==> src/design/assert_macros.svh <==
// Assertion helpers for the design files; fis_fmul includes them.
`ifndef ASSERT_MACROS_SVH
`define ASSERT_MACROS_SVH
`ifndef NO_ASSERTIONS
`define FIS_ASSERT_NOW(label, clk, rst_n, ante, cons, msg) \
	label: assert property (@(posedge clk) disable iff (!rst_n) (ante) |-> (cons)) \
		else $error(msg);
`define FIS_ASSERT_NEXT(label, clk, rst_n, ante, cons, msg) \
	label: assert property (@(posedge clk) disable iff (!rst_n) (ante) |=> (cons)) \
		else $error(msg);
`else
`define FIS_ASSERT_NOW(label, clk, rst_n, ante, cons, msg)
`define FIS_ASSERT_NEXT(label, clk, rst_n, ante, cons, msg)
`endif
`endif

==> src/design/fis_pkg.sv <==
package fis_pkg;

	localparam logic [31:0] MAGIC           = 32'h5f3759df;
	localparam logic [31:0] FP_HALF         = 32'h3F000000;
	localparam logic [31:0] FP_THREE_HALVES = 32'h3FC00000;
	localparam logic [31:0] FP_QNAN         = 32'h7FC00000;
	localparam logic [31:0] FP_INF          = 32'h7F800000;
	localparam logic [31:0] SIGN_MASK       = 32'h80000000;

	typedef logic signed [12:0] exp_t;

	typedef struct packed {
		exp_t        e;
		logic [23:0] m;
	} unp_t;

	// operation state before normalise/round; special carries a finished result
	typedef struct packed {
		logic        special;
		logic [31:0] spec_res;
		logic        sign;
		exp_t        e;
		logic [62:0] m;
	} prenorm_t;

	function automatic logic is_nan(logic [31:0] a);
		return a[30:0] > FP_INF[30:0];
	endfunction

	function automatic logic is_inf(logic [31:0] a);
		return a[30:0] == FP_INF[30:0];
	endfunction

	function automatic logic is_zero(logic [31:0] a);
		return a[30:0] == 31'd0;
	endfunction

	// finite nonzero operand: value = m * 2^(e-150), m[23] set
	function automatic unp_t unpack(logic [31:0] a);
		unp_t        u;
		logic [23:0] f;
		logic [4:0]  lz;
		logic        found;
		f     = {1'b0, a[22:0]};
		lz    = '0;
		found = 1'b0;
		for (int i = 23; i >= 0; i--) begin
			if (!found && f[i]) begin
				found = 1'b1;
				lz    = 5'(23 - i);
			end
		end
		if (a[30:23] == 8'd0) begin
			u.m = f << lz;
			u.e = 13'sd1 - exp_t'({8'd0, lz});
		end else begin
			u.m = {1'b1, a[22:0]};
			u.e = exp_t'({5'd0, a[30:23]});
		end
		return u;
	endfunction

	// m has its leading one at bit 62
	function automatic logic [31:0] round_pack(logic sign, exp_t e, logic [62:0] m);
		logic [12:0] sh;
		logic [62:0] mm;
		logic [23:0] mant;
		logic [38:0] rem;
		logic        up;
		logic [7:0]  ebias;
		logic [32:0] u;
		logic [31:0] r;
		mm    = m;
		ebias = 8'd0;
		sh    = '0;
		if (e >= 13'sd255) begin
			r = {sign, FP_INF[30:0]};
		end else begin
			if (e <= 13'sd0) begin
				sh = 13'(13'sd1 - e);
				if (sh > 13'd62) begin
					mm = 63'd1;
				end else begin
					mm = (m >> sh) | {62'd0, |(m & ((63'd1 << sh) - 63'd1))};
				end
			end else begin
				ebias = 8'(e - 13'sd1);
			end
			mant = mm[62:39];
			rem  = mm[38:0];
			up   = (rem > {1'b1, 38'd0}) || ((rem == {1'b1, 38'd0}) && mant[0]);
			u    = {2'b0, ebias, 23'd0} + {9'd0, mant} + {32'd0, up};
			if (u >= {1'b0, FP_INF}) begin
				r = {sign, FP_INF[30:0]};
			end else begin
				r = {sign, u[30:0]};
			end
		end
		return r;
	endfunction

	function automatic prenorm_t mul_front(logic [31:0] a, logic [31:0] b);
		prenorm_t    p;
		unp_t        ua;
		unp_t        ub;
		logic [47:0] prod;
		p.special  = 1'b1;
		p.sign     = a[31] ^ b[31];
		p.e        = '0;
		p.m        = '0;
		p.spec_res = '0;
		if (is_nan(a) || is_nan(b)) begin
			p.spec_res = FP_QNAN;
		end else if (is_inf(a) || is_inf(b)) begin
			p.spec_res = (is_zero(a) || is_zero(b)) ? FP_QNAN : {p.sign, FP_INF[30:0]};
		end else if (is_zero(a) || is_zero(b)) begin
			p.spec_res = {p.sign, 31'd0};
		end else begin
			ua        = unpack(a);
			ub        = unpack(b);
			prod      = 48'(ua.m) * 48'(ub.m);
			p.special = 1'b0;
			p.e       = ua.e + ub.e - 13'sd126;
			p.m       = {prod, 15'd0};
		end
		return p;
	endfunction

	function automatic logic [31:0] mul_back(prenorm_t p);
		logic [62:0] m;
		exp_t        e;
		m = p.m;
		e = p.e;
		if (!m[62]) begin
			m = m << 1;
			e = e - 13'sd1;
		end
		return p.special ? p.spec_res : round_pack(p.sign, e, m);
	endfunction

	function automatic prenorm_t add_front(logic [31:0] a, logic [31:0] b);
		prenorm_t    p;
		unp_t        ua;
		unp_t        ub;
		unp_t        hi;
		unp_t        lo;
		logic        shi;
		logic        slo;
		logic [62:0] xa;
		logic [62:0] xb;
		logic [12:0] d;
		logic [63:0] r;
		p.special  = 1'b1;
		p.sign     = 1'b0;
		p.e        = '0;
		p.m        = '0;
		p.spec_res = '0;
		if (is_nan(a) || is_nan(b)) begin
			p.spec_res = FP_QNAN;
		end else if (is_inf(a) && is_inf(b)) begin
			p.spec_res = (a[31] == b[31]) ? a : FP_QNAN;
		end else if (is_inf(a)) begin
			p.spec_res = a;
		end else if (is_inf(b)) begin
			p.spec_res = b;
		end else if (is_zero(a) && is_zero(b)) begin
			p.spec_res = {a[31] & b[31], 31'd0};
		end else if (is_zero(a)) begin
			p.spec_res = b;
		end else if (is_zero(b)) begin
			p.spec_res = a;
		end else begin
			ua = unpack(a);
			ub = unpack(b);
			if ((ub.e > ua.e) || ((ub.e == ua.e) && (ub.m > ua.m))) begin
				hi = ub; lo = ua; shi = b[31]; slo = a[31];
			end else begin
				hi = ua; lo = ub; shi = a[31]; slo = b[31];
			end
			xa = {hi.m, 39'd0};
			xb = {lo.m, 39'd0};
			d  = 13'(hi.e - lo.e);
			if (d > 13'd62) begin
				xb = 63'd1;
			end else if (d != 13'd0) begin
				xb = (xb >> d) | {62'd0, |(xb & ((63'd1 << d) - 63'd1))};
			end
			p.sign = shi;
			p.e    = hi.e;
			if (shi == slo) begin
				r = {1'b0, xa} + {1'b0, xb};
				if (r[63]) begin
					r   = (r >> 1) | {63'd0, r[0]};
					p.e = hi.e + 13'sd1;
				end
				p.special = 1'b0;
			end else begin
				r = {1'b0, xa} - {1'b0, xb};
				// exact cancellation gives +0
				p.special = (r == 64'd0);
			end
			p.m = r[62:0];
		end
		return p;
	endfunction

	// leading-one search and shift after cancellation
	function automatic prenorm_t add_norm(prenorm_t p);
		prenorm_t   q;
		logic [5:0] lz;
		logic       found;
		q     = p;
		lz    = '0;
		found = 1'b0;
		for (int i = 62; i >= 0; i--) begin
			if (!found && p.m[i]) begin
				found = 1'b1;
				lz    = 6'(62 - i);
			end
		end
		if (!p.special) begin
			q.m = p.m << lz;
			q.e = p.e - exp_t'({7'd0, lz});
		end
		return q;
	endfunction

endpackage

==> src/design/fis_fadd.sv <==
// Three-stage single-precision add: align and add, normalise, round.
module fis_fadd (
	input  logic        clk,
	input  logic        arst_n,
	input  logic        en,
	input  logic        vld_in,
	input  logic [31:0] a,
	input  logic [31:0] b,
	input  logic [31:0] aux_in,
	output logic        vld_out,
	output logic [31:0] res,
	output logic [31:0] aux_out
);

	fis_pkg::prenorm_t pre_s1;
	fis_pkg::prenorm_t pre_s2;
	logic              vld_s1;
	logic              vld_s2;
	logic              vld_s3;
	logic [31:0]       aux_s1;
	logic [31:0]       aux_s2;
	logic [31:0]       aux_s3;
	logic [31:0]       res_s3;

	always_ff @(posedge clk or negedge arst_n) begin
		if (!arst_n) begin
			vld_s1 <= 1'b0;
			vld_s2 <= 1'b0;
			vld_s3 <= 1'b0;
		end else if (en) begin
			vld_s1 <= vld_in;
			vld_s2 <= vld_s1;
			vld_s3 <= vld_s2;
		end
	end

	always_ff @(posedge clk) begin
		if (en) begin
			pre_s1 <= fis_pkg::add_front(a, b);
			aux_s1 <= aux_in;
			pre_s2 <= fis_pkg::add_norm(pre_s1);
			aux_s2 <= aux_s1;
			res_s3 <= pre_s2.special ? pre_s2.spec_res
				: fis_pkg::round_pack(pre_s2.sign, pre_s2.e, pre_s2.m);
			aux_s3 <= aux_s2;
		end
	end

	assign vld_out = vld_s3;
	assign res     = res_s3;
	assign aux_out = aux_s3;

endmodule

==> config.mk <==
export PLATFORM = sky130hd
export DESIGN_NAME = fis_fadd
export DESIGN_NICKNAME = d
export VERILOG_FILES = /design/src/design/assert_macros.svh /design/src/design/fis_pkg.sv /design/src/design/fis_fadd.sv
export SDC_FILE = /design/constraint.sdc
export NUM_CORES = 2
export LEC_CHECK = 0
export ABC_AREA = 0
export BUFFER_PORTS_ARGS = -buffer_cell sky130_fd_sc_hd__buf_2
export CAP_MARGIN = 5
export CORE_AREA = 2 2 319 321
export CTS_CLUSTER_SIZE = 12
export DETAILED_ROUTE_END_ITERATION = 7
export DIE_AREA = 0 0 321 323
export PLACE_DENSITY = 0.6
export SYNTH_ARGS = -nofsm -noshare
export SYNTH_HDL_FRONTEND = slang
export SYNTH_SLANG_ARGS = --single-unit
export TNS_END_PERCENT = 100
==> constraint.sdc <==
create_clock -name clk -period 12.5 [get_ports clk]
set_clock_uncertainty 0.1 [all_clocks]
set_input_delay 2.5 -clock clk [delete_from_list [all_inputs] [get_ports clk]]
set_output_delay 2.5 -clock clk [all_outputs]
set_load 0.01 [all_outputs]
Word level (Yosys, flattened, before mapping)
Cells that the tools add are included.
Cells by class
  add/sub/neg operators: 13
  multipliers: 0
  divide/modulo/power cells: 0
  magnitude comparators: 10
  equality and inequality tests: 6
  shift-type cells: 7
  mux-type cells: 732
  bitwise logic cells: 6
  reduce and logical (&&, ||, !) cells: 228
Operators by type and width (count)
  two-way mux 37 bit: 36
  two-way mux 63 bit: 16
  two-way mux 1 bit: 542
  two-way mux 6 bit: 62
  two-way mux 5 bit: 60
  two-way mux 32 bit: 8
  OR 63 x 1 -> 63 bit: 3
  bitwise AND 63 bit: 2
  OR reduction 63 bit: 2
  left shift 1 x 13 -> 63 bit, first input constant: 2
  right shift 63 x 13 -> 63 bit: 2
  subtractor 63 x 1 -> 63 bit, second input constant: 2
  logical AND 1 bit: 110
  zero test 1 bit: 106
  two-way mux 76 bit: 1
  adder 63 x 63 -> 64 bit: 1
  zero test 64 bit: 1
  subtractor 63 x 63 -> 64 bit: 1
  left shift 63 x 6 -> 63 bit: 1
  == test 31 bit, second input constant: 2
  > comparator 31 bit, second input constant: 2
  zero test 31 bit: 2
  two-way mux 31 bit: 2
  left shift 23 x 5 -> 24 bit: 2
  other kinds (25): 34
Storage, ports and cells
  flip-flop bits (word level): 351
  bits in latches: 0
  memory bits (writable): 0
  ROM bits: 0
  input bits: 100
  output and inout port bits: 65
  memories: 0

Logic depth before layout (Yosys ltp)
  depth after elaboration: 293
  mapped depth: 68
  depth with buffers taken out: 55

Worst setup path after synthesis
No wires, ideal clock.
  kind: input to register
  start point: in a[11]
  end point: reg pre_s1[71] in the netlist's numbering (data pin)
  arrival time: 14742 ps
  slack: -2608 ps
  cell stages on the path: 64
  path buffers: 15
  cells stage by stage: buf_4 -> nor4_4 -> nand4_1 -> buf_2 -> o32a_1 -> nand2_2 -> buf_2 -> buf_1 -> nor2_1 -> a221oi_1 -> o21ai_0 -> or3b_2 -> a31o_2 -> ha_1 -> nand4_1 -> nor3_1 -> a211o_1 -> o31a_1 -> (+28 left out) -> a21o_1 -> a21oi_1 -> o21bai_1 -> a21oi_1 -> o21bai_1 -> a21oi_1 -> o21ai_0 -> a21oi_1 -> nor2_1 -> o31ai_1 -> a211oi_1 -> o41a_1 -> clkbuf_1 -> nor2_1 -> nand2_1 -> nor3_1 -> xnor2_1 -> nor2_1
On the way
  longest elaborated chain between the ends: 172
  elaborated cells between the ends (all ways): 225
  those cells by class: 5 x add/sub; 4 x order compare; 3 x eq/ne; 3 x shift; 176 x mux; 2 x bitwise; 32 x reduce/logical
RTL lines
  from (decl): line fis_fadd.sv:7  | input logic [31:0] a,
  logical AND 1 bit: line fis_pkg.sv:48  | if (!found && f[i]) begin
  two-way mux 1 bit: line fis_pkg.sv:48
  two-way mux 1 bit: line fis_pkg.sv:170  | end else if (is_zero(b)) begin
  two-way mux 1 bit: line fis_pkg.sv:168  | end else if (is_zero(a)) begin
  two-way mux 1 bit: line fis_pkg.sv:166  | end else if (is_zero(a) && is_zero(b)) begin
  two-way mux 1 bit: line fis_pkg.sv:164  | end else if (is_inf(b)) begin
  two-way mux 1 bit: line fis_pkg.sv:162  | end else if (is_inf(a)) begin
  two-way mux 1 bit: line fis_pkg.sv:160  | end else if (is_inf(a) && is_inf(b)) begin
  (+156 left out)
  two-way mux 63 bit: line fis_pkg.sv:164
  two-way mux 63 bit: line fis_pkg.sv:162
  two-way mux 63 bit: line fis_pkg.sv:160
  two-way mux 63 bit: line fis_pkg.sv:158  | if (is_nan(a) || is_nan(b)) begin
  two-way mux 63 bit: line fis_fadd.sv:38  | if (en) begin
  adder 63 x 63 -> 64 bit: line fis_pkg.sv:191  | r = {1'b0, xa} + {1'b0, xb};
  two-way mux 13 bit: line fis_pkg.sv:192  | if (r[63]) begin
  two-way mux 13 bit: line fis_pkg.sv:190  | if (shi == slo) begin
  to (signal assigned): line fis_fadd.sv:39  | pre_s1 <= fis_pkg::add_front(a, b);
  to (decl): line fis_fadd.sv:15  | fis_pkg::prenorm_t pre_s1;
Parallel ways exist; a longest one is shown, timed or not. The select of a mux whose other input is x is not followed.
A chain may end at the register's enable or synchronous reset.

Worst setup path in the final report
  start point: in b[11]
  end point: reg pre_s1[31] in the netlist's numbering (data pin)
On the way
  longest elaborated chain between the ends: 173
  elaborated cells between the ends (all ways): 226
  those cells by class: 5 x add/sub; 4 x order compare; 3 x eq/ne; 3 x shift; 176 x mux; 3 x bitwise; 32 x reduce/logical
RTL lines
  from (decl): line fis_fadd.sv:8  | input logic [31:0] b,
  logical AND 1 bit: line fis_pkg.sv:48
  two-way mux 1 bit: line fis_pkg.sv:48
  two-way mux 1 bit: line fis_pkg.sv:170
  two-way mux 1 bit: line fis_pkg.sv:168
  two-way mux 1 bit: line fis_pkg.sv:166
  two-way mux 1 bit: line fis_pkg.sv:164
  two-way mux 1 bit: line fis_pkg.sv:162
  two-way mux 1 bit: line fis_pkg.sv:160
  (+157 left out)
  two-way mux 63 bit: line fis_pkg.sv:162
  two-way mux 63 bit: line fis_pkg.sv:160
  two-way mux 63 bit: line fis_pkg.sv:158
  two-way mux 63 bit: line fis_fadd.sv:38
  adder 63 x 63 -> 64 bit: line fis_pkg.sv:191
  OR 63 x 1 -> 63 bit: line fis_pkg.sv:193  | r = (r >> 1) | {63'd0, r[0]};
  two-way mux 63 bit: line fis_pkg.sv:192
  two-way mux 63 bit: line fis_pkg.sv:190
Parallel ways exist; a longest one is shown, timed or not. The select of a mux whose other input is x is not followed.

==> results by group <==
Status
  – Status: complete, but fails checks
  – Failing checks: negative setup slack

Critical path
  – WP data required: 12740 ps
  – Critical path's largest stage delay: 560 ps
  – R2R cell count: 24
  – CP delay by family, top: compound AO/OA/AOI/OAI gates
  – Crit-path most repeated cell: buf_4
  – Crit-path max FO: 16
  – Crit path from: b[11]
  – Critical path class: input port to flip-flop
  – Setup crit start kind: input port
  – R2R Path End: pre_s2[74]
  – Buf/Inv on CP: 12
  – Slowest-stage cell, CP: or4_4
  – R2R setup slack: 3460 ps
  – CP arrival: 13070 ps
  – Reg-to-reg startpoint: pre_s1[61]
  – Crit end category: flip-flop

Synth
  – Cell area after synthesis: about 0.040 mm2
  – Mapped Cells: between 5k and 6k
  – Primary FF master, synth: edfxtp_1
  – Distinct cells, synth: 122
  – Yosys warning count: 0
  – Yosys top cell area share: 26.22%
  – Most frequent cell after synthesis: nand2_1
  – Share of the yosys chip area belonging to registers: 26.41%
  – Average size of a mapped cell: 7.801 um2
  – EDFF count, synth: 348
  – Seq cells post-synth: 351
  – Synth cell count leaders: nand2_1 (672), nor2_1 (602), edfxtp_1 (348), o21ai_0 (319), a21oi_1 (299)
  – Yosys top cell by area: edfxtp_1
  – Top cells by area, synth: edfxtp_1 (26%), mux2i_1 (6.5%), nand2_1 (6.3%), nor2_1 (5.7%), o21ai_0 (4.0%)
  – Syn nets: 5311
  – Async S/R FF share, synth: 0.8547%

Floorplanning
  – # IOs: 165
  – Die ar.: 0.1037 mm2
  – Number of cell rows: 117
  – Core area: 0.1007 mm2
  – Die Width: 321 um
  – Initial cell density of the core: 39.57%
  – Die Y: 323 um

Routing
  – Drt drc: 0
  – Wire per inst: 25.97 um
  – Vias per cell: 6.258
  – ANT nets after route: 0
  – Total number of vias: 48.02k
  – TritonRoute pass-1 iters: 6
  – Initial DRC count: 5704
  – Routed WL: 199.3 mm

GRT
  – Grt ovf: 0
  – Vias in the first global route: 44.76k
  – Total global-route track usage: 36.76%
  – First-pass GRT wire length: 290.8 mm
  – Initial antenna violation count: 3
  – Largest net degree at the start of global routing: ~160

Hold path
  – Worst Hold Depth: 0
  – Worst Hold End: aux_out[28]
  – Hold path start: aux_s2[28]
  – Worst hold path type: flip-flop to flip-flop

Timing
  – Crit share post-route: 102.7%
  – Fmax: 0.07791 GHz
  – Final Critical Period: 12840 ps
  – Hold Slack: about 310 ps
  – Final setup margin: -336.0 ps
  – Hold Violations, Final: 0
  – Slew HR: 20.87%
  – Slew at the pin closest to its max-slew limit: 1176 ps
  – Setup-failing EPs final: 76
  – Max Slew Vio Count: 0
  – RSZ-0062 raised after global routing: true

Layout
  – Syn-to-layout area delta: 36.07%
  – Ant diodes: 0
  – Util after Layout: 53.84%
  – Register Area: 0.01053 mm2
  – Fraction of layout cells with a size suffix above 1: 31.79%
  – Layout Cell Area excl Fill: around 0.054 mm2
  – Area of the multi-input gates: 0.02845 mm2
  – # nets final: ~6.5k
  – Filler Cell Count: approximately 9.7k

Clocking
  – Clock Tree Buf Depth: 3
  – Num CTS Buffers: 40
  – TritonCTS clock tree: yes
  – Clock Latency Late Sink: 580 ps
  – Clock sinks: 351
  – Clk root buf: clkbuf_16
  – CTS clk-pin slew, worst paths: 60 ps
  – H-tree levels: 2
  – Hold bufs inserted after CTS: 0

Place
  – RePlAce Congestion: 1.011
  – Placement-stage cell area: between 0.05 and 0.06 mm2
  – Number of port buffers: around 160
  – HPWL after DPL: 159.2 mm
  – Pre-CTS WS: -1411 ps

Pwr
  – Worst VDD drop: 0.1046 mV
  – Pwr dens: 116.7 mW/mm2
  – Pwr Total: 6326 uW
  – Leakage: 0.02253 uW

Job
  – Max_cap viols: 0
[sequential cells by signal, summed over array words and instances (netlist names)]
name     count
vld_s2       1
vld_s1       1
aux_s2      32
res         32
aux_s1      32
pre_s2     110
pre_s1     110
vld_out      1
aux_out     32
[stage by stage]
step / TNS, ps / instances
final: -12870 / 7673
after global routing: -48580 / 7673
after CTS: 0 / 7629
after detailed placement: -92180 / 7536
after global placement: -83340 / 7536
after floorplan: -46250 / 5108
[repair_timing]
| item | CTS | global route |
|---|---|---|
| pin swaps | 38 | 56 |
| hold endpoints to repair | 0 | 0 |
| cloned | 2 | 4 |
| setup buffers | 27 | 39 |
| gates resized for setup | 86 | 120 |
| endpoints found under the setup margin | 77 | 77 |
[worst max path at each step]
stage            endpoint  cells past startpoint
6_report       pre_s1[31]                     58
3_3_place_gp   pre_s1[25]                     54
2_1_floorplan  pre_s1[67]                     64
5_1_grt        pre_s1[32]                     59
4_1_cts        pre_s1[19]                     58
3_5_place_dp   pre_s1[25]                     54
[power breakdown]
part | switching (uW) | internal, uW | leakage, uW
clock network | 479 | 633 | 0.000587
registers | 173 | 1460 | 0.00344
logic | 2110 | 1470 | 0.0185
total | 2770 | 3560 | 0.0225
[logic make-up after synthesis]
kind of cell	synth area share, %
compound gates	27.82
xor+xnor	3.385
fa+ha+maj	3.297
buf+inv	5.375
flops	26.41
mux	9.727
simple gates	23.99
[area by class of cell]
| class | count | share of cell area [%] |
|---|---|---|
| inverter | 139 | 0.9715 |
| tap | 1309 | 3.021 |
| clock buffer | 49 | 1.908 |
| clock inverter | 15 | 0.3207 |
| timing repair buffer | 1575 | 21.90 |
| multi-input combinational | 4235 | 52.47 |
| sequential | 351 | 19.41 |
[placed cells by master, fill, tap and decap left out, drive strengths merged, types with 35 or more instances in the layout]
cell,Yosys,routed
a31oi,79,79
mux2,62,62
a21oi,304,304
inv,133,136
nor2b,38,38
clkbuf,268,53
nor3,167,167
or3,45,45
a221oi,40,40
nand3,137,137
a22o,35,35
a22oi,83,83
nand2,674,674
nor2,604,604
o31ai,38,38
ha,101,101
o211ai,83,83
nand4,61,61
mux2i,260,260
o221ai,39,39
xor2,54,54
nor4,84,84
a211oi,140,140
o21ai,335,335
and2,48,48
xnor2,100,100
edfxtp,348,348
buf,115,1571
[layer usage]
| metal | vias to the layer above | share of wire [%] | track usage (%) |
|---|---|---|---|
| met5 | - | 0.013 | 0 |
| met4 | 4 | 5.8 | 17.39 |
| met3 | 573 | 7.6 | 4.514 |
| met2 | 2422 | 45 | 59.56 |
| met1 | 23123 | 41 | 48.73 |
| li1 | 21899 | - | - |
Power figures use the tool's default switching activity.
