[src/design/assert_macros.svh]
// Assertion helpers for the design files; fis_fmul includes them.
`ifndef ASSERT_MACROS_SVH
`define ASSERT_MACROS_SVH
`ifndef NO_ASSERTIONS
`define FIS_ASSERT_NOW(label, clk, rst_n, ante, cons, msg) \
	label: assert property (@(posedge clk) disable iff (!rst_n) (ante) |-> (cons)) \
		else $error(msg);
`define FIS_ASSERT_NEXT(label, clk, rst_n, ante, cons, msg) \
	label: assert property (@(posedge clk) disable iff (!rst_n) (ante) |=> (cons)) \
		else $error(msg);
`else
`define FIS_ASSERT_NOW(label, clk, rst_n, ante, cons, msg)
`define FIS_ASSERT_NEXT(label, clk, rst_n, ante, cons, msg)
`endif
`endif

[src/design/fis_pkg.sv]
package fis_pkg;

	localparam logic [31:0] MAGIC           = 32'h5f3759df;
	localparam logic [31:0] FP_HALF         = 32'h3F000000;
	localparam logic [31:0] FP_THREE_HALVES = 32'h3FC00000;
	localparam logic [31:0] FP_QNAN         = 32'h7FC00000;
	localparam logic [31:0] FP_INF          = 32'h7F800000;
	localparam logic [31:0] SIGN_MASK       = 32'h80000000;

	typedef logic signed [12:0] exp_t;

	typedef struct packed {
		exp_t        e;
		logic [23:0] m;
	} unp_t;

	// operation state before normalise/round; special carries a finished result
	typedef struct packed {
		logic        special;
		logic [31:0] spec_res;
		logic        sign;
		exp_t        e;
		logic [62:0] m;
	} prenorm_t;

	function automatic logic is_nan(logic [31:0] a);
		return a[30:0] > FP_INF[30:0];
	endfunction

	function automatic logic is_inf(logic [31:0] a);
		return a[30:0] == FP_INF[30:0];
	endfunction

	function automatic logic is_zero(logic [31:0] a);
		return a[30:0] == 31'd0;
	endfunction

	// finite nonzero operand: value = m * 2^(e-150), m[23] set
	function automatic unp_t unpack(logic [31:0] a);
		unp_t        u;
		logic [23:0] f;
		logic [4:0]  lz;
		logic        found;
		f     = {1'b0, a[22:0]};
		lz    = '0;
		found = 1'b0;
		for (int i = 23; i >= 0; i--) begin
			if (!found && f[i]) begin
				found = 1'b1;
				lz    = 5'(23 - i);
			end
		end
		if (a[30:23] == 8'd0) begin
			u.m = f << lz;
			u.e = 13'sd1 - exp_t'({8'd0, lz});
		end else begin
			u.m = {1'b1, a[22:0]};
			u.e = exp_t'({5'd0, a[30:23]});
		end
		return u;
	endfunction

	// m has its leading one at bit 62
	function automatic logic [31:0] round_pack(logic sign, exp_t e, logic [62:0] m);
		logic [12:0] sh;
		logic [62:0] mm;
		logic [23:0] mant;
		logic [38:0] rem;
		logic        up;
		logic [7:0]  ebias;
		logic [32:0] u;
		logic [31:0] r;
		mm    = m;
		ebias = 8'd0;
		sh    = '0;
		if (e >= 13'sd255) begin
			r = {sign, FP_INF[30:0]};
		end else begin
			if (e <= 13'sd0) begin
				sh = 13'(13'sd1 - e);
				if (sh > 13'd62) begin
					mm = 63'd1;
				end else begin
					mm = (m >> sh) | {62'd0, |(m & ((63'd1 << sh) - 63'd1))};
				end
			end else begin
				ebias = 8'(e - 13'sd1);
			end
			mant = mm[62:39];
			rem  = mm[38:0];
			up   = (rem > {1'b1, 38'd0}) || ((rem == {1'b1, 38'd0}) && mant[0]);
			u    = {2'b0, ebias, 23'd0} + {9'd0, mant} + {32'd0, up};
			if (u >= {1'b0, FP_INF}) begin
				r = {sign, FP_INF[30:0]};
			end else begin
				r = {sign, u[30:0]};
			end
		end
		return r;
	endfunction

	function automatic prenorm_t mul_front(logic [31:0] a, logic [31:0] b);
		prenorm_t    p;
		unp_t        ua;
		unp_t        ub;
		logic [47:0] prod;
		p.special  = 1'b1;
		p.sign     = a[31] ^ b[31];
		p.e        = '0;
		p.m        = '0;
		p.spec_res = '0;
		if (is_nan(a) || is_nan(b)) begin
			p.spec_res = FP_QNAN;
		end else if (is_inf(a) || is_inf(b)) begin
			p.spec_res = (is_zero(a) || is_zero(b)) ? FP_QNAN : {p.sign, FP_INF[30:0]};
		end else if (is_zero(a) || is_zero(b)) begin
			p.spec_res = {p.sign, 31'd0};
		end else begin
			ua        = unpack(a);
			ub        = unpack(b);
			prod      = 48'(ua.m) * 48'(ub.m);
			p.special = 1'b0;
			p.e       = ua.e + ub.e - 13'sd126;
			p.m       = {prod, 15'd0};
		end
		return p;
	endfunction

	function automatic logic [31:0] mul_back(prenorm_t p);
		logic [62:0] m;
		exp_t        e;
		m = p.m;
		e = p.e;
		if (!m[62]) begin
			m = m << 1;
			e = e - 13'sd1;
		end
		return p.special ? p.spec_res : round_pack(p.sign, e, m);
	endfunction

	function automatic prenorm_t add_front(logic [31:0] a, logic [31:0] b);
		prenorm_t    p;
		unp_t        ua;
		unp_t        ub;
		unp_t        hi;
		unp_t        lo;
		logic        shi;
		logic        slo;
		logic [62:0] xa;
		logic [62:0] xb;
		logic [12:0] d;
		logic [63:0] r;
		p.special  = 1'b1;
		p.sign     = 1'b0;
		p.e        = '0;
		p.m        = '0;
		p.spec_res = '0;
		if (is_nan(a) || is_nan(b)) begin
			p.spec_res = FP_QNAN;
		end else if (is_inf(a) && is_inf(b)) begin
			p.spec_res = (a[31] == b[31]) ? a : FP_QNAN;
		end else if (is_inf(a)) begin
			p.spec_res = a;
		end else if (is_inf(b)) begin
			p.spec_res = b;
		end else if (is_zero(a) && is_zero(b)) begin
			p.spec_res = {a[31] & b[31], 31'd0};
		end else if (is_zero(a)) begin
			p.spec_res = b;
		end else if (is_zero(b)) begin
			p.spec_res = a;
		end else begin
			ua = unpack(a);
			ub = unpack(b);
			if ((ub.e > ua.e) || ((ub.e == ua.e) && (ub.m > ua.m))) begin
				hi = ub; lo = ua; shi = b[31]; slo = a[31];
			end else begin
				hi = ua; lo = ub; shi = a[31]; slo = b[31];
			end
			xa = {hi.m, 39'd0};
			xb = {lo.m, 39'd0};
			d  = 13'(hi.e - lo.e);
			if (d > 13'd62) begin
				xb = 63'd1;
			end else if (d != 13'd0) begin
				xb = (xb >> d) | {62'd0, |(xb & ((63'd1 << d) - 63'd1))};
			end
			p.sign = shi;
			p.e    = hi.e;
			if (shi == slo) begin
				r = {1'b0, xa} + {1'b0, xb};
				if (r[63]) begin
					r   = (r >> 1) | {63'd0, r[0]};
					p.e = hi.e + 13'sd1;
				end
				p.special = 1'b0;
			end else begin
				r = {1'b0, xa} - {1'b0, xb};
				// exact cancellation gives +0
				p.special = (r == 64'd0);
			end
			p.m = r[62:0];
		end
		return p;
	endfunction

	// leading-one search and shift after cancellation
	function automatic prenorm_t add_norm(prenorm_t p);
		prenorm_t   q;
		logic [5:0] lz;
		logic       found;
		q     = p;
		lz    = '0;
		found = 1'b0;
		for (int i = 62; i >= 0; i--) begin
			if (!found && p.m[i]) begin
				found = 1'b1;
				lz    = 6'(62 - i);
			end
		end
		if (!p.special) begin
			q.m = p.m << lz;
			q.e = p.e - exp_t'({7'd0, lz});
		end
		return q;
	endfunction

endpackage

[src/design/fis_fmul.sv]
`include "assert_macros.svh"

// Two-stage single-precision multiply: unpack and mantissa product, then round.
module fis_fmul (
	input  logic        clk,
	input  logic        arst_n,
	input  logic        en,
	input  logic        vld_in,
	input  logic [31:0] a,
	input  logic [31:0] b,
	input  logic [31:0] aux_in,
	output logic        vld_out,
	output logic [31:0] res,
	output logic [31:0] aux_out
);

	fis_pkg::prenorm_t pre_s1;
	logic              vld_s1;
	logic [31:0]       aux_s1;
	logic              vld_s2;
	logic [31:0]       res_s2;
	logic [31:0]       aux_s2;

	always_ff @(posedge clk or negedge arst_n) begin
		if (!arst_n) begin
			vld_s1 <= 1'b0;
			vld_s2 <= 1'b0;
		end else if (en) begin
			vld_s1 <= vld_in;
			vld_s2 <= vld_s1;
		end
	end

	always_ff @(posedge clk) begin
		if (en) begin
			pre_s1 <= fis_pkg::mul_front(a, b);
			aux_s1 <= aux_in;
			res_s2 <= fis_pkg::mul_back(pre_s1);
			aux_s2 <= aux_s1;
		end
	end

	assign vld_out = vld_s2;
	assign res     = res_s2;
	assign aux_out = aux_s2;

	`FIS_ASSERT_NEXT(a_nan_kept, clk, arst_n, en && vld_s1 && pre_s1.special && (pre_s1.spec_res == fis_pkg::FP_QNAN), res_s2 == fis_pkg::FP_QNAN, "NaN lost in multiply")
	`FIS_ASSERT_NEXT(a_no_nan_made, clk, arst_n, en && vld_s1 && !pre_s1.special, !fis_pkg::is_nan(res_s2), "finite product gave NaN")
	`FIS_ASSERT_NEXT(a_stall_hold, clk, arst_n, !en, $stable(vld_s2) && $stable(res_s2), "stage moved in stall")

endmodule

[config.mk]
export PLATFORM = sky130hd
export DESIGN_NAME = fis_fmul
export DESIGN_NICKNAME = d
export VERILOG_FILES = /design/src/design/fis_pkg.sv /design/src/design/fis_fmul.sv
export VERILOG_INCLUDE_DIRS = /design/src /design/src/design
export SDC_FILE = /design/constraint.sdc
export NUM_CORES = 2
export LEC_CHECK = 0
export BUFFER_PORTS_ARGS = -buffer_cell sky130_fd_sc_hd__buf_4
export CAP_MARGIN = 10
export CELL_PAD_IN_SITES_DETAIL_PLACEMENT = 1
export CELL_PAD_IN_SITES_GLOBAL_PLACEMENT = 1
export CORE_MARGIN = 2
export CORE_UTILIZATION = 50
export CTS_CLUSTER_DIAMETER = 100
export CTS_CLUSTER_SIZE = 40
export DETAILED_ROUTE_END_ITERATION = 6
export PLACE_DENSITY_LB_ADDON = 0.1
export SLEW_MARGIN = 20
export SYNTH_ARGS = -nofsm -noshare
export SYNTH_HDL_FRONTEND = slang
export SYNTH_SLANG_ARGS = --single-unit
[constraint.sdc]
create_clock -name clk -period 10.9 [get_ports clk]
set_input_delay 1.09 -clock clk [delete_from_list [all_inputs] [get_ports clk]]
set_output_delay 1.09 -clock clk [all_outputs]
set_load 0.1 [all_outputs]
# Word-level counts from Yosys, hierarchy flattened
# Cells that the tools add are included.
# word_totals
ff_bits,208
inputBits,100
out_inout_bits,65
elab_cells,441
# classes
addsub,10
mul,1
order_cmp,7
n_eq_ne,3
shift,4
n_mux,302
n_bitwise,3
reduce_logical,100
# ops
cell,count
63-bit two-way mux,6
37-bit two-way mux,10
5-bit two-way mux,52
1-bit two-way mux,223
32-bit two-way mux,4
63-bit AND,1
63-bit by 1-bit bitwise OR with 63-bit output,1
63-bit OR reduction,1
"1-bit by 13-bit left shift with 63-bit output, first input constant",1
63-bit by 13-bit >> shifter with 63-bit output,1
"63-bit by 1-bit subtractor with 63-bit output, second input constant",1
"31-bit equality test, second input constant",2
"31-bit greater-than comparator, second input constant",2
31-bit zero test,2
31-bit two-way mux,2
24-bit by 24-bit multiplier with 48-bit output,1
23-bit by 5-bit left shift with 24-bit output,2
1-bit logical AND,45
1-bit zero test,44
"39-bit equality test, second input constant",1
"39-bit greater-than comparator, second input constant",1
32-bit by 1-bit adder with 33-bit output,1
"33-bit by 31-bit >= comparator with 1-bit output, second input constant",1
31-bit by 24-bit adder with 32-bit output,1
other kinds (16),24

# Depth between registers and ports, before layout
# depth
depth_word,168
depth_mapped,47
depth_no_buf,43

# Least setup slack after synthesis
# No wires, ideal clock.
# synth_timing
kind,input port to flip-flop
start,input port a[9]
end,"register pre_s1[59] (netlist name), data pin"
setup_time_ps,266
t_arrival_ps,11340
t_required_ps,10634
setup_slack_ps,-706
stages,45
cell_sequence,clkbuf_1 nor4_1 nand4_1 nor3_1 nand2_1 o211ai_1 buf_1 clkbuf_1 mux2i_1 mux2i_1 nand2_1 nand2_1 nor2_1 a211oi_1 a21o_1 clkbuf_1 nand2_1 fa_1 [... 9 more ...] fa_1 inv_1 fa_1 inv_1 ha_1 a21o_1 a21o_1 a21oi_1 o21ai_0 a31o_2 o41ai_1 o311ai_0 a22oi_1 a31oi_1 o211ai_1 o21ai_0 xnor2_1 nor2_1
# synth_between
elab_chain_len,76
word_cells_on_any_way,92
# synth_lines
element,line,source
start: declaration,fis_fmul.sv:9,"input logic [31:0] a,"
1-bit logical AND,fis_pkg.sv:48,if (!found && f[i]) begin
1-bit two-way mux,fis_pkg.sv:48,
1-bit two-way mux,fis_pkg.sv:116,end else if (is_zero(a) || is_zero(b)) begin
1-bit two-way mux,fis_pkg.sv:114,end else if (is_inf(a) || is_inf(b)) begin
1-bit two-way mux,fis_pkg.sv:112,if (is_nan(a) || is_nan(b)) begin
1-bit two-way mux,fis_fmul.sv:35,if (en) begin
1-bit zero test,fis_pkg.sv:48,
1-bit logical AND,fis_pkg.sv:48,
[... 60 more ...],--,
5-bit two-way mux,fis_fmul.sv:35,
23-bit by 5-bit left shift with 24-bit output,fis_pkg.sv:54,u.m = f << lz;
37-bit two-way mux,fis_pkg.sv:53,if (a[30:23] == 8'd0) begin
37-bit two-way mux,fis_pkg.sv:116,
37-bit two-way mux,fis_pkg.sv:114,
37-bit two-way mux,fis_pkg.sv:112,
37-bit two-way mux,fis_fmul.sv:35,
24-bit by 24-bit multiplier with 48-bit output,fis_pkg.sv:121,prod = 48'(ua.m) * 48'(ub.m);
end signal: assignment,fis_fmul.sv:36,"pre_s1 <= fis_pkg::mul_front(a, b);"
end: declaration,fis_fmul.sv:17,fis_pkg::prenorm_t pre_s1;
# Several ways; a longest one is shown, not always the timed one. The select of a mux whose other input is x is not followed.
# A chain may end at the register's enable or synchronous reset.

# Worst setup path in the final report
# layout_timing
start,input port b[20]
end,"register pre_s1[57] (netlist name), data pin"
# layout_between
elab_chain_len,153
word_cells_on_any_way,180
# layout_lines
element,line,source
start: declaration,fis_fmul.sv:10,"input logic [31:0] b,"
1-bit logical AND,fis_pkg.sv:48,
1-bit two-way mux,fis_pkg.sv:48,
1-bit two-way mux,fis_pkg.sv:116,
1-bit two-way mux,fis_pkg.sv:114,
1-bit two-way mux,fis_pkg.sv:112,
1-bit two-way mux,fis_fmul.sv:35,
1-bit zero test,fis_pkg.sv:48,
1-bit logical AND,fis_pkg.sv:48,
[... 137 more ...],--,
5-bit two-way mux,fis_fmul.sv:35,
23-bit by 5-bit left shift with 24-bit output,fis_pkg.sv:54,
37-bit two-way mux,fis_pkg.sv:53,
37-bit two-way mux,fis_pkg.sv:116,
37-bit two-way mux,fis_pkg.sv:114,
37-bit two-way mux,fis_pkg.sv:112,
37-bit two-way mux,fis_fmul.sv:35,
24-bit by 24-bit multiplier with 48-bit output,fis_pkg.sv:121,
# Several ways; a longest one is shown, not always the timed one. The select of a mux whose other input is x is not followed.

==> impl_summary.txt <==
----------------------------------------------------
[Floorplanning]
  Area enclosed by the die boundary ... 69900 sq um
  Site row count ... 95
  Die Y ... ~260 um
  Core area ... about 67000 sq um
  Initial core utilization ... about half
  IO Pins ... 165
  X dimension of the die ... 264 um

[Worst setup path]
  RR Startpoint ... pre_s1[63]
  Slack of the worst reg-to-reg path ... 3260 ps
  Library cell contributing the largest single delay on the critical path ... fa_1
  Worst Setup Path Type ... primary input to flip-flop
  Crit path required time ... 11060 ps
  Reg2Reg Depth ... 26
  Highest cell delay on the worst timing path ... 540 ps
  CP Data Arrival Time ... 10890 ps
  Endpoint of the most critical register-to-register path ... res[7]
  CP Capture Type ... flip-flop
  Cell mode on critical path ... fa_1
  Worst Setup Start Kind ... primary input
  Critical-path maximum fanout ... 10

[STA]
  Least-Margin Pin Slew ... approximately 1000 ps
  Final count of hold timing violations ... 0
  Endpoints failing setup ... 0
  Minimum period implied by the final worst setup slack ... 10730 ps
  Worst setup slack after layout ... 170 ps
  Share of the clock period used by the worst path after layout ... 98.4%
  Max Clk Rate ... between 90 and 100 MHz
  Max Clock Skew ... ~20 ps
  Max Slew Vio Count ... 0
  Tightest slew margin relative to the limit ... between 30 and 40%
  RSZ-0062 raised after global routing ... true

[Logic synthesis]
  Per-instance average area after synthesis ... 8.76 sq um
  Nets in the synthesized netlist ... 4655
  Post-synthesis instance area ... 33900 sq um
  Number of different library cells in the post-synthesis netlist ... 103
  Instance count of the mapped netlist ... 3870
  Main flop type after synthesis ... edfxtp_1
  Number of flops mapped to enable cells by yosys ... around 160
  Share of synthesized flip-flops with an asynchronous set or reset ... 1.22%
  Ys Warns ... 0
  Register area share after synthesis ... 14.5%
  Number of synthesized register bits ... around 160

[Flow run]
  Max-capacitance violation count ... 0

[GRT]
  Vias in the first global route ... 33200
  First-pass GRT wire length ... 198000 um
  Overall global routing resource usage ... 37.2%
  Antenna violations before repair ... 0
  Total congestion overflow ... 0
  Pin count of the biggest net entering global routing ... 85

[Placed design]
  Minimum setup slack after placement ... -781 ps
  GPL Wtd Cong ... 1.01
  # port buffers ... 164
  HPWL after detailed placement ... approximately 110000 um
  Placed cell count ... about 5100
  Instance area at placement ... 38600 sq um

[Cells and area]
  Post-route cell area ... 39700 sq um
  Area taken by multi-input logic gates ... 26400 sq um
  Filler Cell Count ... around 7900
  Fraction of layout instances using a drive strength above 1 ... 19.5%
  Layout overhead on the synthesized area ... 17.0%
  Post-route core utilization ... approximately three fifths
  Sequential Area ... around 5000 sq um
  Antenna diode count ... 0
  Final Net Count ... 5030
  Number of cells in the finished layout apart from fillers ... 5130

[Clock network]
  Clock Sinks ... 164
  Longest Clk Path Bufs ... 2
  H-tree Lvls ... 4
  Root cell of the clock tree ... clkbuf_16
  Num CTS Buffers ... 17
  Number of buffers added to fix hold violations after cts ... 0
  Clock latency on the worst-skew pair ... ~460 ps
  CTS clock-pin slew for the worst setup and hold paths ... 70 ps
  TritonCTS clock tree ... built

[Min path]
  Hold WC Path Type ... primary input to asynchronous set/reset pin

[Detailed routing]
  Starting DRC count in detailed routing ... between 2000 and 2500
  First-pass iteration count of the detailed router ... 6
  DRC Markers ... 0
  Average detailed-routed wire length per instance ... 25.4 um
  Vias ... 30600
  Antenna-violating nets left ... 0
  Vias/cell ... approximately 6
  Routed wire length ... 130000 um

[Status]
  Status ... finished clean

----------------------------------------------------
-- cell type report --
| cell class | count | area share (%) |
|---|---|---|
| well taps | 873 | 2.75 |
| inverters | 593 | 5.61 |
| clock inverters | 14 | 0.410 |
| clock buffers | 17 | 1.07 |
| flip-flops and latches | 164 | 12.4 |
| repair buffers | 560 | 11.2 |
| multi-input cells | 2909 | 66.6 |
-- cell families after synthesis --
group           synth area share, %
mux                            9.65
compound gates                 11.0
buf+inv                        9.03
simple gates                   17.4
fa+ha+maj                      36.0
flops                          14.5
xor+xnor                       2.47
-- cells in the final DEF, fill, tap and decap left out, types with 13 or more instances in the layout --
master / netlist / routed
a211oi_1: 26 / 23
a21o_1: 44 / 44
a21oi_1: 130 / 121
a22oi_1: 23 / 16
a31oi_1: 29 / 28
and2_1: 41 / 40
and3_1: 14 / 13
buf_12: 0 / 16
buf_4: 0 / 534
clkbuf_16: 0 / 17
edfxtp_1: 162 / 162
fa_1: 483 / 481
ha_1: 202 / 199
inv_1: 588 / 583
mux2_2: 63 / 62
mux2i_1: 220 / 213
mux4_2: 15 / 15
nand2_1: 386 / 384
nand2b_1: 54 / 54
nand3_1: 45 / 45
nand4_1: 16 / 16
nor2_1: 500 / 493
nor2_2: 18 / 22
nor2b_1: 27 / 27
nor3_1: 70 / 65
nor4_1: 32 / 28
o211ai_1: 15 / 15
o21a_1: 20 / 19
o21ai_0: 76 / 64
o21ai_1: 14 / 20
o22ai_1: 20 / 19
or2_2: 21 / 21
or3_1: 20 / 17
xnor2_1: 48 / 46
xor2_1: 43 / 43
-- Yosys cell counts (9+ instances only) --
library cell / number / area share [%]
nand4_1: 16 / 0.30
inv_1: 588 / 6.5
o211ai_1: 15 / 0.33
buf_1: 23 / 0.25
o32ai_1: 9 / 0.23
a221oi_1: 10 / 0.26
and2_1: 41 / 0.76
o21ai_1: 14 / 0.21
nor2b_1: 27 / 0.50
xor2_1: 43 / 1.1
and3_1: 14 / 0.26
mux2i_1: 220 / 6.5
ha_1: 202 / 7.5
o21ai_0: 76 / 1.1
clkbuf_1: 153 / 1.7
mux2_2: 63 / 2.1
o31ai_1: 12 / 0.27
nor2_2: 18 / 0.33
or4_1: 10 / 0.22
or3_1: 20 / 0.37
nand2b_1: 54 / 1.0
nor3_1: 70 / 1.0
fa_1: 483 / 29
nor2_1: 500 / 5.5
o21bai_1: 11 / 0.24
edfxtp_1: 162 / 14
nand2_1: 386 / 4.3
a211oi_1: 26 / 0.58
mux4_2: 15 / 1.0
buf_2: 24 / 0.35
nor4_1: 32 / 0.59
or2_2: 21 / 0.39
o22ai_1: 20 / 0.37
a31oi_1: 29 / 0.54
o21a_1: 20 / 0.44
a22oi_1: 23 / 0.51
a21oi_1: 130 / 1.9
xnor2_1: 48 / 1.2
a21o_1: 44 / 0.97
a22o_1: 11 / 0.28
nand3_1: 45 / 0.66
-- how the worst max path moves through the flow --
stage / start / end / slack, ps / depth (start not counted)
final: b[20] / pre_s1[57] / 170 / 40
after global routing: b[20] / pre_s1[62] / -160 / 45
after CTS: b[20] / pre_s1[49] / 30 / 41
after detailed placement: b[20] / pre_s1[62] / -780 / 43
after global placement: b[20] / pre_s1[62] / -410 / 43
after floorplan: b[20] / pre_s1[59] / 50 / 42
-- routing by layer --
layer	global-route usage (%)	wire [um]	part of all wire, %	vias to the layer above
li1	-	-	-	13500
met1	45.8	50700	39	15600
met2	64.1	63800	49	1201
met3	4.88	7970	6.1	349
met4	19.3	7640	5.9	0
met5	0	0	0	-
-- registers in the layout, summed over array words and instances, names as in the netlist --
signal   cells
aux_s1      32
vld_out      1
pre_s1      66
aux_out     32
res         32
vld_s1       1
-- metrics by stage --
| stage | hold slack [ps] | setup TNS (ps) |
|---|---|---|
| CTS | 399 | 0 |
| detailed placement | 406 | -9300 |
| global placement | 400 | -3480 |
| finish | 408 | 0 |
| global route | 408 | -911 |
| floorplan | 400 | 0 |
-- worst max-delay path, delay by kind of cell --
kind	cells	cell delay, ps
and+or+nand+nor	7	1750
AOI/OAI and AO/OA	12	2490
muxes	3	630
adders and majority gates	8	3770
xor gates and xnor gates	1	150
buffers and inverters	9	960
-- timing repair --
action                                  4_1_cts  5_1_grt
gates cloned                                  0        1
gates resized for setup                       6       83
pin swaps                                     2       40
buffers inserted                              0       13
endpoints found under the setup margin       10       18
Power is not shown: default switching activity piles up to over one toggle a cycle in this logic, so the estimate is an artifact.
